===== config.mk =====
export PLATFORM = sky130hd
export DESIGN_NAME = sso_ctrl
export DESIGN_NICKNAME = d
export VERILOG_FILES = /design/src/design/sso_pkg.sv /design/src/design/sso_ctrl.sv
export SDC_FILE = /design/constraint.sdc
export NUM_CORES = 1
export LEC_CHECK = 0
export ABC_CLOCK_PERIOD_IN_PS = 4500
export BUFFER_PORTS_ARGS = -buffer_cell sky130_fd_sc_hd__buf_2
export CAP_MARGIN = 30
export CORE_MARGIN = 1
export CORE_UTILIZATION = 35
export DETAILED_ROUTE_END_ITERATION = 10
export SYNTH_ARGS = -nofsm -noshare
export SYNTH_HDL_FRONTEND = slang
export SYNTH_SLANG_ARGS = --single-unit

===== constraint.sdc =====
create_clock -name clock -period 4.5 [get_ports clock]
set_clock_uncertainty 0.2 [all_clocks]
set_input_delay 0.225 -clock clock [delete_from_list [all_inputs] [get_ports clock]]
set_output_delay 0.225 -clock clock [all_outputs]
set_load 0.01 [all_outputs]

===== src/design/sso_pkg.sv =====
`default_nettype none

package sso_pkg;

   // Number of CORDIC rotations; the arctangent table has 21 nonzero entries.
   localparam int ROTATION_STEPS = 16;
   localparam int ATAN_LEN = 24;
   localparam int CORDIC_ITERS = (ROTATION_STEPS < ATAN_LEN) ? ROTATION_STEPS : ATAN_LEN;
   // Restoring passes of the heading wrap, one per power of two of 2*pi.
   localparam int WRAP_STEPS = 6;
   // The step counter serves both the rotation and the wrap passes.
   localparam int STEP_W = $clog2(CORDIC_ITERS);

   localparam int SPEED_W = 16;
   localparam int DT_W = 16;
   localparam int RADIUS_W = 16;
   localparam int INV_SEP_W = 16;
   localparam int POSE_W = 32;
   localparam int HEADING_W = 23;
   localparam int RATE_W = 24;
   localparam int ANGLE_W = 24;
   localparam int TRIG_W = 32;
   localparam int WRAP_W = 30;

   localparam int REQ_DATA_W = 80;
   localparam int RSP_DATA_W = 160;
   localparam int CSR_INDEX_W = 2;
   localparam int CSR_DATA_W = 16;

   localparam logic [CSR_INDEX_W-1:0] CSR_WHEEL_RADIUS = 2'd0;
   localparam logic [CSR_INDEX_W-1:0] CSR_INV_SEPARATION = 2'd1;

   localparam logic [RADIUS_W-1:0] WHEEL_RADIUS_RESET = 16'd6554;
   localparam logic [INV_SEP_W-1:0] INV_SEPARATION_RESET = 16'd8192;

   localparam logic signed [ANGLE_W-1:0] PI_Q = 24'sd3294199;
   localparam logic signed [ANGLE_W-1:0] HALF_PI_Q = 24'sd1647100;
   localparam logic signed [TRIG_W-1:0] CORDIC_INV_GAIN = 32'sd652032874;

   // The wrap adds pi plus 32 turns so the value to reduce is never negative.
   localparam logic signed [WRAP_W-1:0] PI_WIDE = 30'sd3294199;
   localparam logic signed [WRAP_W-1:0] TWO_PI_WIDE = 30'sd6588398;
   localparam logic signed [WRAP_W-1:0] WRAP_BIAS = 30'sd214122935;

   typedef struct packed {
      logic              capture;
      logic              rotate;
      logic              vel_mul;
      logic              vel_sat;
      logic              pos_mul;
      logic              pos_sum;
      logic              wrap;
      logic              commit;
      logic [STEP_W-1:0] step;
   } dp_cmd_type;

   // Arctangent of 2^-i in Q3.20.
   function automatic logic signed [ANGLE_W-1:0] atan_entry(input logic [4:0] idx);
      logic signed [ANGLE_W-1:0] value;
      unique case (idx)
         5'd0: value = 24'sd823550;
         5'd1: value = 24'sd486170;
         5'd2: value = 24'sd256879;
         5'd3: value = 24'sd130396;
         5'd4: value = 24'sd65451;
         5'd5: value = 24'sd32757;
         5'd6: value = 24'sd16383;
         5'd7: value = 24'sd8192;
         5'd8: value = 24'sd4096;
         5'd9: value = 24'sd2048;
         5'd10: value = 24'sd1024;
         5'd11: value = 24'sd512;
         5'd12: value = 24'sd256;
         5'd13: value = 24'sd128;
         5'd14: value = 24'sd64;
         5'd15: value = 24'sd32;
         5'd16: value = 24'sd16;
         5'd17: value = 24'sd8;
         5'd18: value = 24'sd4;
         5'd19: value = 24'sd2;
         5'd20: value = 24'sd1;
         default: value = '0;
      endcase
      return value;
   endfunction

endpackage

`default_nettype wire


===== src/design/sso_ctrl.sv =====
`default_nettype none

module sso_ctrl import sso_pkg::*; (
   input  logic       clock,
   input  logic       reset,
   input  logic       req_tvalid,
   output logic       req_tready,
   output logic       rsp_tvalid,
   input  logic       rsp_tready,
   output dp_cmd_type cmd
);

   localparam logic [2:0] ST_IDLE    = 3'd0;
   localparam logic [2:0] ST_ROTATE  = 3'd1;
   localparam logic [2:0] ST_VMUL    = 3'd2;
   localparam logic [2:0] ST_VSAT    = 3'd3;
   localparam logic [2:0] ST_PMUL    = 3'd4;
   localparam logic [2:0] ST_PSUM    = 3'd5;
   localparam logic [2:0] ST_WRAP    = 3'd6;
   localparam logic [2:0] ST_COMMIT  = 3'd7;

   localparam logic [STEP_W-1:0] LAST_ROTATE = STEP_W'(CORDIC_ITERS - 1);
   localparam logic [STEP_W-1:0] FIRST_WRAP  = STEP_W'(WRAP_STEPS - 1);

   logic [2:0]        state_ff, state_in;
   logic [STEP_W-1:0] step_ff, step_in;
   logic              rsp_valid_ff, rsp_valid_in;
   logic              out_free;

   assign out_free = !rsp_valid_ff || rsp_tready;

   always_comb begin
      state_in   = state_ff;
      step_in    = step_ff;
      req_tready = 1'b0;
      cmd        = '0;
      cmd.step   = step_ff;
      unique case (state_ff)
         ST_IDLE: begin
            req_tready = 1'b1;
            if (req_tvalid) begin
               cmd.capture = 1'b1;
               step_in     = '0;
               state_in    = ST_ROTATE;
            end
         end
         ST_ROTATE: begin
            cmd.rotate = 1'b1;
            if (step_ff == LAST_ROTATE) begin
               state_in = ST_VMUL;
            end else begin
               step_in = step_ff + 1'b1;
            end
         end
         ST_VMUL: begin
            cmd.vel_mul = 1'b1;
            state_in    = ST_VSAT;
         end
         ST_VSAT: begin
            cmd.vel_sat = 1'b1;
            state_in    = ST_PMUL;
         end
         ST_PMUL: begin
            cmd.pos_mul = 1'b1;
            state_in    = ST_PSUM;
         end
         ST_PSUM: begin
            cmd.pos_sum = 1'b1;
            step_in     = FIRST_WRAP;
            state_in    = ST_WRAP;
         end
         ST_WRAP: begin
            cmd.wrap = 1'b1;
            if (step_ff == '0) begin
               state_in = ST_COMMIT;
            end else begin
               step_in = step_ff - 1'b1;
            end
         end
         ST_COMMIT: begin
            if (out_free) begin
               cmd.commit = 1'b1;
               state_in   = ST_IDLE;
            end
         end
      endcase
   end

   always_comb begin
      if (cmd.commit) begin
         rsp_valid_in = 1'b1;
      end else if (rsp_tready) begin
         rsp_valid_in = 1'b0;
      end else begin
         rsp_valid_in = rsp_valid_ff;
      end
   end

   always_ff @(posedge clock) begin
      if (reset) begin
         state_ff     <= ST_IDLE;
         step_ff      <= '0;
         rsp_valid_ff <= 1'b0;
      end else begin
         state_ff     <= state_in;
         step_ff      <= step_in;
         rsp_valid_ff <= rsp_valid_in;
      end
   end

   assign rsp_tvalid = rsp_valid_ff;

`ifndef SYNTH
   a_commit_into_free_slot: assert property (@(posedge clock) disable iff (reset)
      cmd.commit |-> (!rsp_valid_ff || rsp_tready))
      else $error("result committed over a pending response");

   a_commit_shows_result: assert property (@(posedge clock) disable iff (reset)
      cmd.commit |=> rsp_tvalid)
      else $error("committed result not presented");

   a_one_request_in_flight: assert property (@(posedge clock) disable iff (reset)
      (req_tvalid && req_tready) |=> !req_tready)
      else $error("second request taken while busy");

   a_rotate_step_range: assert property (@(posedge clock) disable iff (reset)
      (state_ff == ST_ROTATE) |-> (step_ff <= LAST_ROTATE))
      else $error("rotation step beyond table");
`endif

endmodule

`default_nettype wire


; ---- Word-level counts from Yosys, hierarchy flattened
; Cells that the tools add are included.
[op_classes]
reduce_logical = 8
div = 0
shifts = 0
n_addsub = 2
n_mux = 22
n_mul = 0
n_bitwise = 0
eq_ne = 14
order_cmp = 0
[op_table]
columns = op, n
row1 = $pmux 3 s8, 1
row2 = $pmux 4 s4, 1
row3 = $mux 1, 13
row4 = $eq 3x3->1 const B, 4
row5 = $mux 3, 4
row6 = $mux 4, 3
row7 = $ne 2x2->1 const B, 6
row8 = $reduce_and 4->1, 2
row9 = $eq 3x2->1 const B, 2
row10 = $add 4x1->4 const B, 1
row11 = $eq 4x4->1 const B, 1
row12 = $logic_not 4->1, 1
row13 = $reduce_bool 4->1, 1
row14 = $sub 4x1->4 const B, 1
row15 = $eq 3x1->1 const B, 1
row16 = $logic_not 3->1, 1
row17 = $reduce_bool 2->1, 1
row18 = $logic_not 1->1, 1
row19 = $logic_or 1x1->1, 1
[word_totals]
out_inout_bits = 14
ramBits = 0
n_memories = 0
input_bits = 4
wordCells = 49
latchBits = 0
romBits = 0
ff_bits = 8

; ---- Depth between registers and ports, before layout
; Gate-level depths: netlist of run 1.
[logic_depth]
ltp_word = 5
mapped_depth = 7
depth_no_buf = 7

; ---- Worst setup path before layout of run 1
; No wires, ideal clock.
[synth_path]
kind = register -> register
start = reg state_ff[0]
end = reg step_ff[3]
period_less_slack_ns = 1.897
setup_slack_ns = 2.603
stages_incl_launch_ff = 8
n_path_buf = 0
required_ns = 4.226
arrival_time_ns = 1.623
setup_ns = 0.074
path_cell_list = dfxtp_1 nand3b_4 clkinv_2 ha_1 and3_1 o21ai_0 a221o_1 a31oi_1
[synth_between]
elab_chain_len = 3
elab_cells_between_ends = 10
cone_classes = eq/ne: 6 / mux: 1 / reduce/logical: 3
[synth_lines]
columns = element, line_no
row1 = from (decl), sso_ctrl.sv:25  ; logic [2:0] state_ff, state_in;
row2 = from (signal assigned), sso_ctrl.sv:105  ; state_ff <= state_in;
row3 = "$eq 3x3->1, or another cell as far along", sso_ctrl.sv:38  ; unique case (state_ff)
row4 = $reduce_bool 4->1 (no source line) or $ne 2x2->1 (tied branches), n/a
row5 = $reduce_and 4->1 (no source line), n/a
row6 = to (signal assigned), sso_ctrl.sv:106  ; step_ff <= step_in;
row7 = to (decl), sso_ctrl.sv:26  ; logic [STEP_W-1:0] step_ff, step_in;
; Parallel ways exist; a longest one is shown, timed or not.
; A chain may end at the register's enable or synchronous reset.

; ---- Worst setup path in the final report of run 1
; Ends and elaborated chain as after synthesis.

==> results of run 1 <==
==> sequential cells by signal, indices dropped and copies added (netlist names) <==
register    cells
rsp_tvalid      1
state_ff        3
step_ff         4
==> stage by stage <==
stage,hold WS (ns),std cells,setup slack [ns],power (mW),instance area (µm²)
finish,0.0291,108,2.19,0.206,711
global route,0.0480,108,2.03,0.221,711
CTS,0.0188,108,2.19,0.209,711
detailed placement,0.293,105,2.19,0.149,688
global placement,0.300,105,2.30,0.149,688
floorplan,0.163,78,2.60,0.133,617
==> layer usage <==
layer	global-route usage (%)	wire length (µm)	share of wire, %	up-vias
met2	27.2	663	46	16
met3	5.00	63	4.4	0
li1	-	-	-	324
met5	0	0	0	-
met4	3.64	0	0	0
met1	22.3	707	49	277
==> cell type report <==
class,instances,area (µm²)
fill,187,866
sequential,8,160
multi-input combinational,60,407
clock buffer,3,22.5
timing repair buffer,17,85.1
inverter,4,16.3
tap,16,20.0
==> critical path: cells and delay by family, from the launching register on <==
kind	cells	cell delay [ns]
DFF	1	0.61
and+or+nand+nor	3	0.58
AOI/OAI and AO/OA	2	0.42
adders and majority gates	1	0.31
buffers and inverters	1	0.10
==> how the worst min path moves through the flow <==
stage                     startpoint     endpoint  cells after the start
after floorplan           req_tvalid  state_ff[0]                      2
after global placement    req_tvalid  state_ff[0]                      3
after detailed placement  req_tvalid  state_ff[0]                      3
after CTS                 req_tvalid  state_ff[0]                      3
after global routing      req_tvalid  state_ff[0]                      3
final                     req_tvalid  state_ff[0]                      3
==> power by group <==
part           leakage (nW)  internal [mW]  switching, mW
Clock                0.0138         0.0307         0.0271
Sequential           0.0654         0.0760         0.0165
Combinational         0.268         0.0279         0.0276
==> kinds of logic after synthesis <==
kind of cell	Yosys count	share of synthesized area, %
compound gates	20	22.1
xor+xnor	1	1.42
buf+inv	10	8.11
fa+ha+maj	2	4.06
flops	8	26.0
simple gates	37	38.3
==> cell usage in the layout, fill, tap and decap left out <==
cell type	n
buf_2	17
dfxtp_1	8
nand2_1	6
nor2_1	6
nor3_1	5
a21oi_1	4
o21ai_0	4
inv_1	3
nand3_1	3
clkbuf_4	3
nand2b_1	2
and3_1	2
nand4_1	2
o22ai_1	2
a211oi_1	2
a31oi_1	2
ha_1	2
nand3b_4	1
clkinv_2	1
xnor2_1	1
or3b_4	1
nor3b_1	1
and2_1	1
nor4_4	1
nand2b_2	1
nor2b_1	1
o221ai_1	1
o221a_1	1
and4_1	1
a22oi_1	1
nand3b_1	1
a221o_1	1
a2111oi_1	1
and4b_1	1
or3_1	1
a32oi_1	1
==> flow_summary.yaml, run 1 <==
drt:
  drt_pre_antenna_iters: 6
  ant_nets: 0
  wire_per_inst_um: 13.3
  drcViolationCount: 0
  vias: 617
  routed_via_density: 5.71
  initialDrtViolationCount: 4
  drt-total-wl_um: 1430
grt:
  grt.total_usage_pct: 16.9
  grt_pass1_vias: 530
  grt_overflow: 0
  antenna_found_initial: 0
  grt_max_degree: 17
  grt_pass1_wl_um: 2410
setup_path:
  crit_slowest_cell: "dfxtp_1"
  r2r-end: "step_ff[3]"
  cp.required_ns: 4.48
  r2r_slack_ns: 2.19
  crit_end: "step_ff[3]"
  cp-start-kind: "register"
  crit_type: "register to register"
  r2r_start: "state_ff[0]"
  end_kind: "register"
  critical_path.cell_chain: "nand3b_4 > clkinv_2 > ha_1 > and3_1 > o21ai_0 > nand4_1 > a31oi_1"
  rr_worst_depth: 7
  crit_fanout: 16
  max_stage_delay_ns: 0.61
  critPathLaunch: "state_ff[0]"
  arrival_ns: 2.29
power_and_ir_drop:
  p_per_area_nw_per_um2: 290
  vdd.ir_drop.worst_v: 0.000112
  p_leak_nw: 0.347
cts:
  clk_latency_ns: 0.26
  postCtsSetupRepairBufs: 0
  cts-buffers-inserted: 3
  cts_sinks: 8
  cts_hold_buf: 0
  htree_levels: 1
  post_cts_resized: 0
  cts_max_path_buffers: 2
  cts_tree: "built"
  cts-root-buf: "clkbuf_4"
  path_clk_slew_ns: 0.06
yosys:
  synth_top_area_cell: "dfxtp_1"
  syn_nets: 84
  syn_avg_cell_area_um2: 7.91
  synth_flop_cell: "dfxtp_1"
  synth_top_area_share_pct: 26.0
  synth_seq_cells: 8
  synth_seq_area_share_pct: 26.0
  ys.warnings.count: 0
  synth_edf_count: 0
  synthTopCellsByCount: "dfxtp_1 (8), nand2_1 (6), nor2_1 (6)"
  yosys-top-cells-area: "dfxtp_1 (26%), ha_1 (4.1%), nor3_1 (4.1%)"
  synth_cell_type_count: 37
  postSynthCellCount: 78
  synthArstFlopShare_pct: 0
  yosysMostFrequentCell: "dfxtp_1"
  netlist_area_um2: 617
worst_hold_path:
  hp-class: "input port to register"
timing:
  fin_crit_sh_pct: 51.2
  clock.fmax_mhz: 434
  max_slew.worst_pin.slew_ns: 0.508
  finalCriticalPeriod_ns: 2.31
  rsz0062_at_grt: "false"
  timing_hold_violations_final: 0
  slew_headroom_pct: 66.1
  setup_viol: 0
  report.final.slew_viol_count: 0
  tns_ns: 0
floorplanning:
  dieHeight_um: 44.0
  io_pins: 18
  die_w_um: 44.0
  core_um2: 1580
  rows: 14
  initial_core_util_pct: 39.1
  die_area_um2: 1930
cells_and_area:
  post-route-util_pct: 45.1
  insertedDiodeCount: 0
  drive_gt1_share_pct: 27.2
  finalNetCount: 100
  synthToLayoutAreaGrowth_pct: 15.2
place:
  gp_congestion: 0.815
  dp_hpwl_um: 1040
  io_buffers: 17
status:
  status: "finished, final reports clean"
flow_run:
  drv_cap: 0
No activity file was read; power rests on OpenSTA's default activity.
==> inputs of run 2 (changes only) <==
--- a/config.mk
+++ b/config.mk
@@ -5,7 +5,8 @@
 export SDC_FILE = /design/constraint.sdc
 export NUM_CORES = 1
 export LEC_CHECK = 0
-export ABC_CLOCK_PERIOD_IN_PS = 4500
+export ABC_AREA = 1
+export ABC_CLOCK_PERIOD_IN_PS = 1900
 export BUFFER_PORTS_ARGS = -buffer_cell sky130_fd_sc_hd__buf_2
 export CAP_MARGIN = 30
 export CORE_MARGIN = 1
==> constraint.sdc (replaced) <==
create_clock -name clock -period 1.9 [get_ports clock]
set_clock_uncertainty 0.2 [all_clocks]
set_input_delay 0.095 -clock clock [delete_from_list [all_inputs] [get_ports clock]]
set_output_delay 0.095 -clock clock [all_outputs]
set_load 0.01 [all_outputs]
==> flow_summary.yaml, run 2 <==
cells_and_area:
  final_cell_mix: "nand2_1 (23), buf_2 (17), inv_1 (13)"
  insertedDiodeCount: 0
  synthToLayoutAreaGrowth_pct: 28.9
  regMostFlops: "step_ff"
  finalNetCount: 132
  largest_reg_flops: 4
  final_common_cell: "nand2_1"
  post-route-util_pct: 48.2
  drive_gt1_share_pct: 40.3
  fin_area_um2: 832
  num-fill-cells: 189
  seq_area_um2: 163
  multiInputGateArea_um2: 398
yosys:
  synth_top_area_share_pct: 24.8
  synthArstFlopShare_pct: 0
  synth_top_area_cell: "dfxtp_1"
  ys.warnings.count: 0
  synthTopCellsByCount: "nand2_1 (23), inv_1 (14), nor2_1 (12)"
  synth_top_family_by_area: "simple AND/OR/NAND/NOR gates"
  synth_edf_count: 0
  postSynthCellCount: 99
  synthAdderAreaFrac_pct: 3.88
  yosys-top-cells-area: "dfxtp_1 (25%), nand2_1 (13%), inv_1 (8.1%)"
  synth_compound_area_share_pct: 14.3
  synth_cell_type_count: 26
  synth_seq_area_share_pct: 24.8
  synth_seq_cells: 8
  synth_flop_cell: "dfxtp_1"
  synth_mux_area_share_pct: 0
  synth-simple-area-share_pct: 42.1
  yosysMostFrequentCell: "nand2_1"
  syn_nets: 105
  netlist_area_um2: 646
  syn_avg_cell_area_um2: 6.52
  synthXorXnorAreaFrac_pct: 1.36
drt:
  wl_met1_um: 727
  ant_nets: 0
  wire_per_inst_um: 9.95
  dr_wl_met2_um: 691
  top_layer: "met4"
  initialDrtViolationCount: 22
  wl_met3_um: 52
  drt-total-wl_um: 1480
  drt_pre_antenna_iters: 4
  drcViolationCount: 0
  vias: 677
  routed_via_density: 4.54
cts:
  cts-buffers-inserted: 3
  clk_latency_ns: 0.25
  cts_sinks: 8
  path_clk_slew_ns: 0.06
  htree_levels: 1
  cts-root-buf: "clkbuf_4"
  cts_tree: "built"
  cts_max_path_buffers: 2
floorplanning:
  die_area_um2: 2020
  rows: 15
  initial_core_util_pct: 37.4
  dieHeight_um: 45.0
  core_um2: 1730
  io_pins: 18
  die_w_um: 45.0
place:
  dp_hpwl_um: 1210
  place_ws_ns: 0.141
  gp_congestion: 0.821
  io_buffers: 17
  placed_cell_area_um2: 772
power_and_ir_drop:
  p_per_area_nw_per_um2: 680
  p_leak_nw: 0.463
  vdd.ir_drop.worst_v: 0.000347
setup_path:
  r2r_slack_ns: 0.16
  crit_fanout: 4
  cp-start-kind: "register"
  cp.required_ns: 1.84
  end_kind: "register"
  crit_type: "register to register"
  rr_worst_depth: 11
  arrival_ns: 1.68
  r2r_start: "state_ff[1]"
  r2r-end: "step_ff[3]"
timing:
  rsz0062_at_grt: "false"
  clock.fmax_mhz: 575
  tns_ns: 0
  fin_crit_sh_pct: 91.6
  max_slew.worst_pin.slew_ns: 0.206
  timing.final.ws_setup_ns: 0.160
  finalCriticalPeriod_ns: 1.74
  setup_viol: 0
  slew_headroom_pct: 86.1
  timing_hold_violations_final: 0
  report.final.slew_viol_count: 0
worst_hold_path:
  holdPathStages: 3
  hp-class: "input port to register"
  min_from: "req_tvalid"
  min_to: "state_ff[0]"
grt:
  grt_pass1_vias: 565
  grt.total_usage_pct: 16.9
  grt_overflow: 0
  grt_pass1_wl_um: 2480
  antenna_found_initial: 0
  grt_max_degree: 8
flow_run:
  drv_cap: 0
status:
  status: "finished, final reports clean"
-- run 2: layout make-up --
class | instances | share of cell area (%)
multi-input cells | 69 | 47.8
well taps | 25 | 3.76
flip-flops and latches | 8 | 19.5
inverters | 20 | 9.02
clock buffers | 3 | 2.71
repair buffers | 24 | 17.1
-- run 2: critical path: stages, from the launching register on --
cell     delay [ns]
dfxtp_1        0.39
nand3_2        0.14
inv_2          0.10
ha_1           0.24
inv_2          0.08
nor2_1         0.05
nor2_1         0.12
nand2_1        0.07
nand2_1        0.06
nand2_1        0.04
nand2_1        0.08
a21oi_1        0.07
-- run 2: worst max path at each step --
stage | to | startpoint | depth (start not counted)
floorplan | step_ff[3] | state_ff[1] | 11
global placement | step_ff[2] | step_ff[1] | 9
detailed placement | step_ff[2] | step_ff[1] | 9
CTS | step_ff[2] | step_ff[1] | 9
global route | step_ff[3] | state_ff[0] | 12
finish | step_ff[3] | state_ff[1] | 11
-- run 2: metal layers --
layer	track usage, %	vias to the layer above
met5	0	-
met4	7.27	0
met3	2.40	2
met2	24.9	16
met1	24.3	298
li1	-	361
-- run 2: cell families after synthesis --
| kind of cell | Yosys count |
|---|---|
| buffers and inverters | 22 |
| AO/OA/AOI/OAI | 12 |
| AND/OR/NAND/NOR | 54 |
| adder cells (fa/ha/maj) | 2 |
| XOR/XNOR | 1 |
| flip-flops | 8 |
-- run 2: timing repair --
action                                  4_1_cts  5_1_grt
endpoints found under the setup margin        0        2
hold endpoints to repair                      6        0
hold buffers                                  2        0
buffers inserted                              0        2
resized for setup                             0        3
-- run 2: metrics by stage --
| step | std cells | total power, mW | hold slack, ns |
|---|---|---|---|
| final | 149 | 0.566 | 0.0506 |
| after CTS | 147 | 0.570 | 0.0474 |
| after global routing | 149 | 0.611 | 0.0773 |
| after global placement | 142 | 0.430 | 0.186 |
| after floorplan | 99 | 0.363 | -0.0359 |
| after detailed placement | 142 | 0.432 | 0.188 |
-- run 2: power by group --
part           switching (mW)  internal, mW  leakage, nW  total (mW)
Combinational           0.139        0.0890        0.383       0.228
Clock                  0.0601        0.0725       0.0138       0.133
Sequential             0.0192         0.186       0.0661       0.205
Total                   0.218         0.347        0.463       0.566
==> inputs of run 3 (changes only) <==
--- a/config.mk
+++ b/config.mk
@@ -6,12 +6,13 @@
 export NUM_CORES = 1
 export LEC_CHECK = 0
 export ABC_AREA = 1
-export ABC_CLOCK_PERIOD_IN_PS = 1900
+export ABC_CLOCK_PERIOD_IN_PS = 1500
 export BUFFER_PORTS_ARGS = -buffer_cell sky130_fd_sc_hd__buf_2
 export CAP_MARGIN = 30
 export CORE_MARGIN = 1
 export CORE_UTILIZATION = 35
 export DETAILED_ROUTE_END_ITERATION = 10
+export PLACE_DENSITY = 0.62
 export SYNTH_ARGS = -nofsm -noshare
 export SYNTH_HDL_FRONTEND = slang
 export SYNTH_SLANG_ARGS = --single-unit
==> constraint.sdc (replaced) <==
create_clock -name clock -period 1.5 [get_ports clock]
set_clock_uncertainty 0.2 [all_clocks]
set_input_delay 0.075 -clock clock [delete_from_list [all_inputs] [get_ports clock]]
set_output_delay 0.075 -clock clock [all_outputs]
set_load 0.01 [all_outputs]
==> flow_summary.yaml, run 3 (synthesis results as in run 2) <==
status:
  status: "finished, violations left"
  violations: "hold timing, setup timing"
cells_and_area:
  regMostFlops: "step_ff"
  drive_gt1_share_pct: 57.2
  final_cell_mix: "nand2_1 (21), buf_2 (16), buf_4 (16)"
  insertedDiodeCount: 0
  synthToLayoutAreaGrowth_pct: 61.8
  largest_reg_flops: 4
  final_common_cell: "nand2_1"
  finalNetCount: 145
grt:
  antenna_found_initial: 0
  grt_pass1_vias: 715
  grt_max_degree: 8
  grt.total_usage_pct: 21.2
  grt_overflow: 0
  grt_pass1_wl_um: 2990
timing:
  report.final.slew_viol_count: 0
  setup_viol: 5
  hold_ws_ns: -0.104
  fin_crit_sh_pct: 107
  clock.fmax_mhz: 625
  slew_headroom_pct: 83.7
  rsz0062_at_grt: "true"
  max_slew.worst_pin.slew_ns: 0.243
  timing.final.ws_setup_ns: -0.101
  timing_hold_violations_final: 5
  finalCriticalPeriod_ns: 1.60
  tns_ns: -0.377
setup_path:
  end_kind: "register"
  r2r_start: "state_ff[0]"
  critPathLaunch: "state_ff[0]"
  r2r_slack_ns: -0.10
  crit_type: "register to register"
  crit_fanout: 3
  arrival_ns: 1.55
  cp.required_ns: 1.44
  cp-start-kind: "register"
cts:
  cts-root-buf: "clkbuf_4"
  cts_max_path_buffers: 2
  cts-buffers-inserted: 3
  clk_latency_ns: 0.27
  cts_hold_buf: 2
  cts_tree: "built"
  htree_levels: 1
  path_clk_slew_ns: 0.07
  cts_sinks: 8
floorplanning:
  die_w_um: 45.0
  core_um2: 1730
  die_area_um2: 2020
  initial_core_util_pct: 37.4
  rows: 15
  dieHeight_um: 45.0
  io_pins: 18
drt:
  routed_via_density: 4.61
  drt_pre_antenna_iters: 4
  ant_nets: 0
  initialDrtViolationCount: 11
  drt-total-wl_um: 1960
  vias: 752
  drcViolationCount: 0
  wire_per_inst_um: 12.0
place:
  io_buffers: 17
  dp_hpwl_um: 1340
  gp_congestion: 0.803
worst_hold_path:
  min_from: "reset"
  hp-class: "input port to register"
power_and_ir_drop:
  p_leak_nw: 0.541
  vdd.ir_drop.worst_v: 0.000379
  p_per_area_nw_per_um2: 848
flow_run:
  drv_cap: 0
==> run 3: changes by cell type in the layout (fill, tap and decap cells not counted), moves of 2 or more <==
cell	before	now
buf_6	0	2
nor2_2	2	6
inv_4	0	3
nor2_1	12	7
inv_1	13	11
dfxtp_1	6	2
dfxtp_4	0	3
nand3_4	0	2
nand2_2	3	5
inv_2	7	5
nand2_1	23	21
buf_4	5	16
==> run 3: worst max-delay path, cell delays in order (launching register included) <==
cell and delay [ns]:
dfxtp_4 0.35, inv_4 0.06, nand3_4 0.08, inv_4 0.07, ha_4 0.19, inv_2 0.06, nor2_1 0.04, nor2_1 0.14
nand2_1 0.07, nand2_1 0.05, nand2_1 0.06, nand2_1 0.06, a21oi_1 0.05
==> run 3: path summary, 6_finish.rpt <==
check                to  cells past startpoint
max          step_ff[3]                     12
min          step_ff[1]                      2
max reg2reg  step_ff[3]                     12
min reg2reg  step_ff[3]                      2
==> run 3: through the flow <==
| step | instance area (µm²) | setup WS (ns) | instances | util (%) | total power [mW] |
|---|---|---|---|---|---|
| floorplan | 683 | -0.0825 | 99 | - | 0.476 |
| global placement | 886 | -0.0699 | 153 | 51.3 | 0.601 |
| detailed placement | 886 | -0.121 | 153 | 51.3 | 0.606 |
| CTS | 985 | -0.109 | 161 | 57.0 | 0.831 |
| global route | 1040 | -0.233 | 163 | 60.5 | 0.941 |
| finish | 1040 | -0.101 | 163 | 60.5 | 0.886 |
==> run 3: report_power, final <==
group	internal, mW	switching, mW	leakage (nW)
Combinational	0.192	0.231	0.457
Sequential	0.238	0.0332	0.0686
Clock	0.102	0.0896	0.0150
==> run 3: metal layers <==
layer | share of wire, % | global-route usage, % | up-vias
met2 | 52 | 36.5 | 26
met5 | 0 | 0 | -
met3 | 4.3 | 6.00 | 4
li1 | - | - | 386
met1 | 43 | 24.2 | 336
met4 | 1.3 | 9.09 | 0
==> run 3: what timing repair did <==
| action | in CTS | in global routing |
|---|---|---|
| buffers inserted | 3 | 2 |
| endpoints found under the setup margin | 10 | 13 |
| pin swaps | 6 | 3 |
| resized for setup | 12 | 15 |
| endpoints found under the hold margin | 6 | 5 |
==> run 3: area by class of cell <==
| type | instances | area [µm²] |
|---|---|---|
| Clock buffer | 4 | 26.3 |
| Fill cell | 154 | 682 |
| Inverter | 20 | 87.6 |
| Multi-Input combinational cell | 69 | 467 |
| Sequential cell | 8 | 175 |
| Tap cell | 25 | 31.3 |
| Timing Repair Buffer | 37 | 258 |
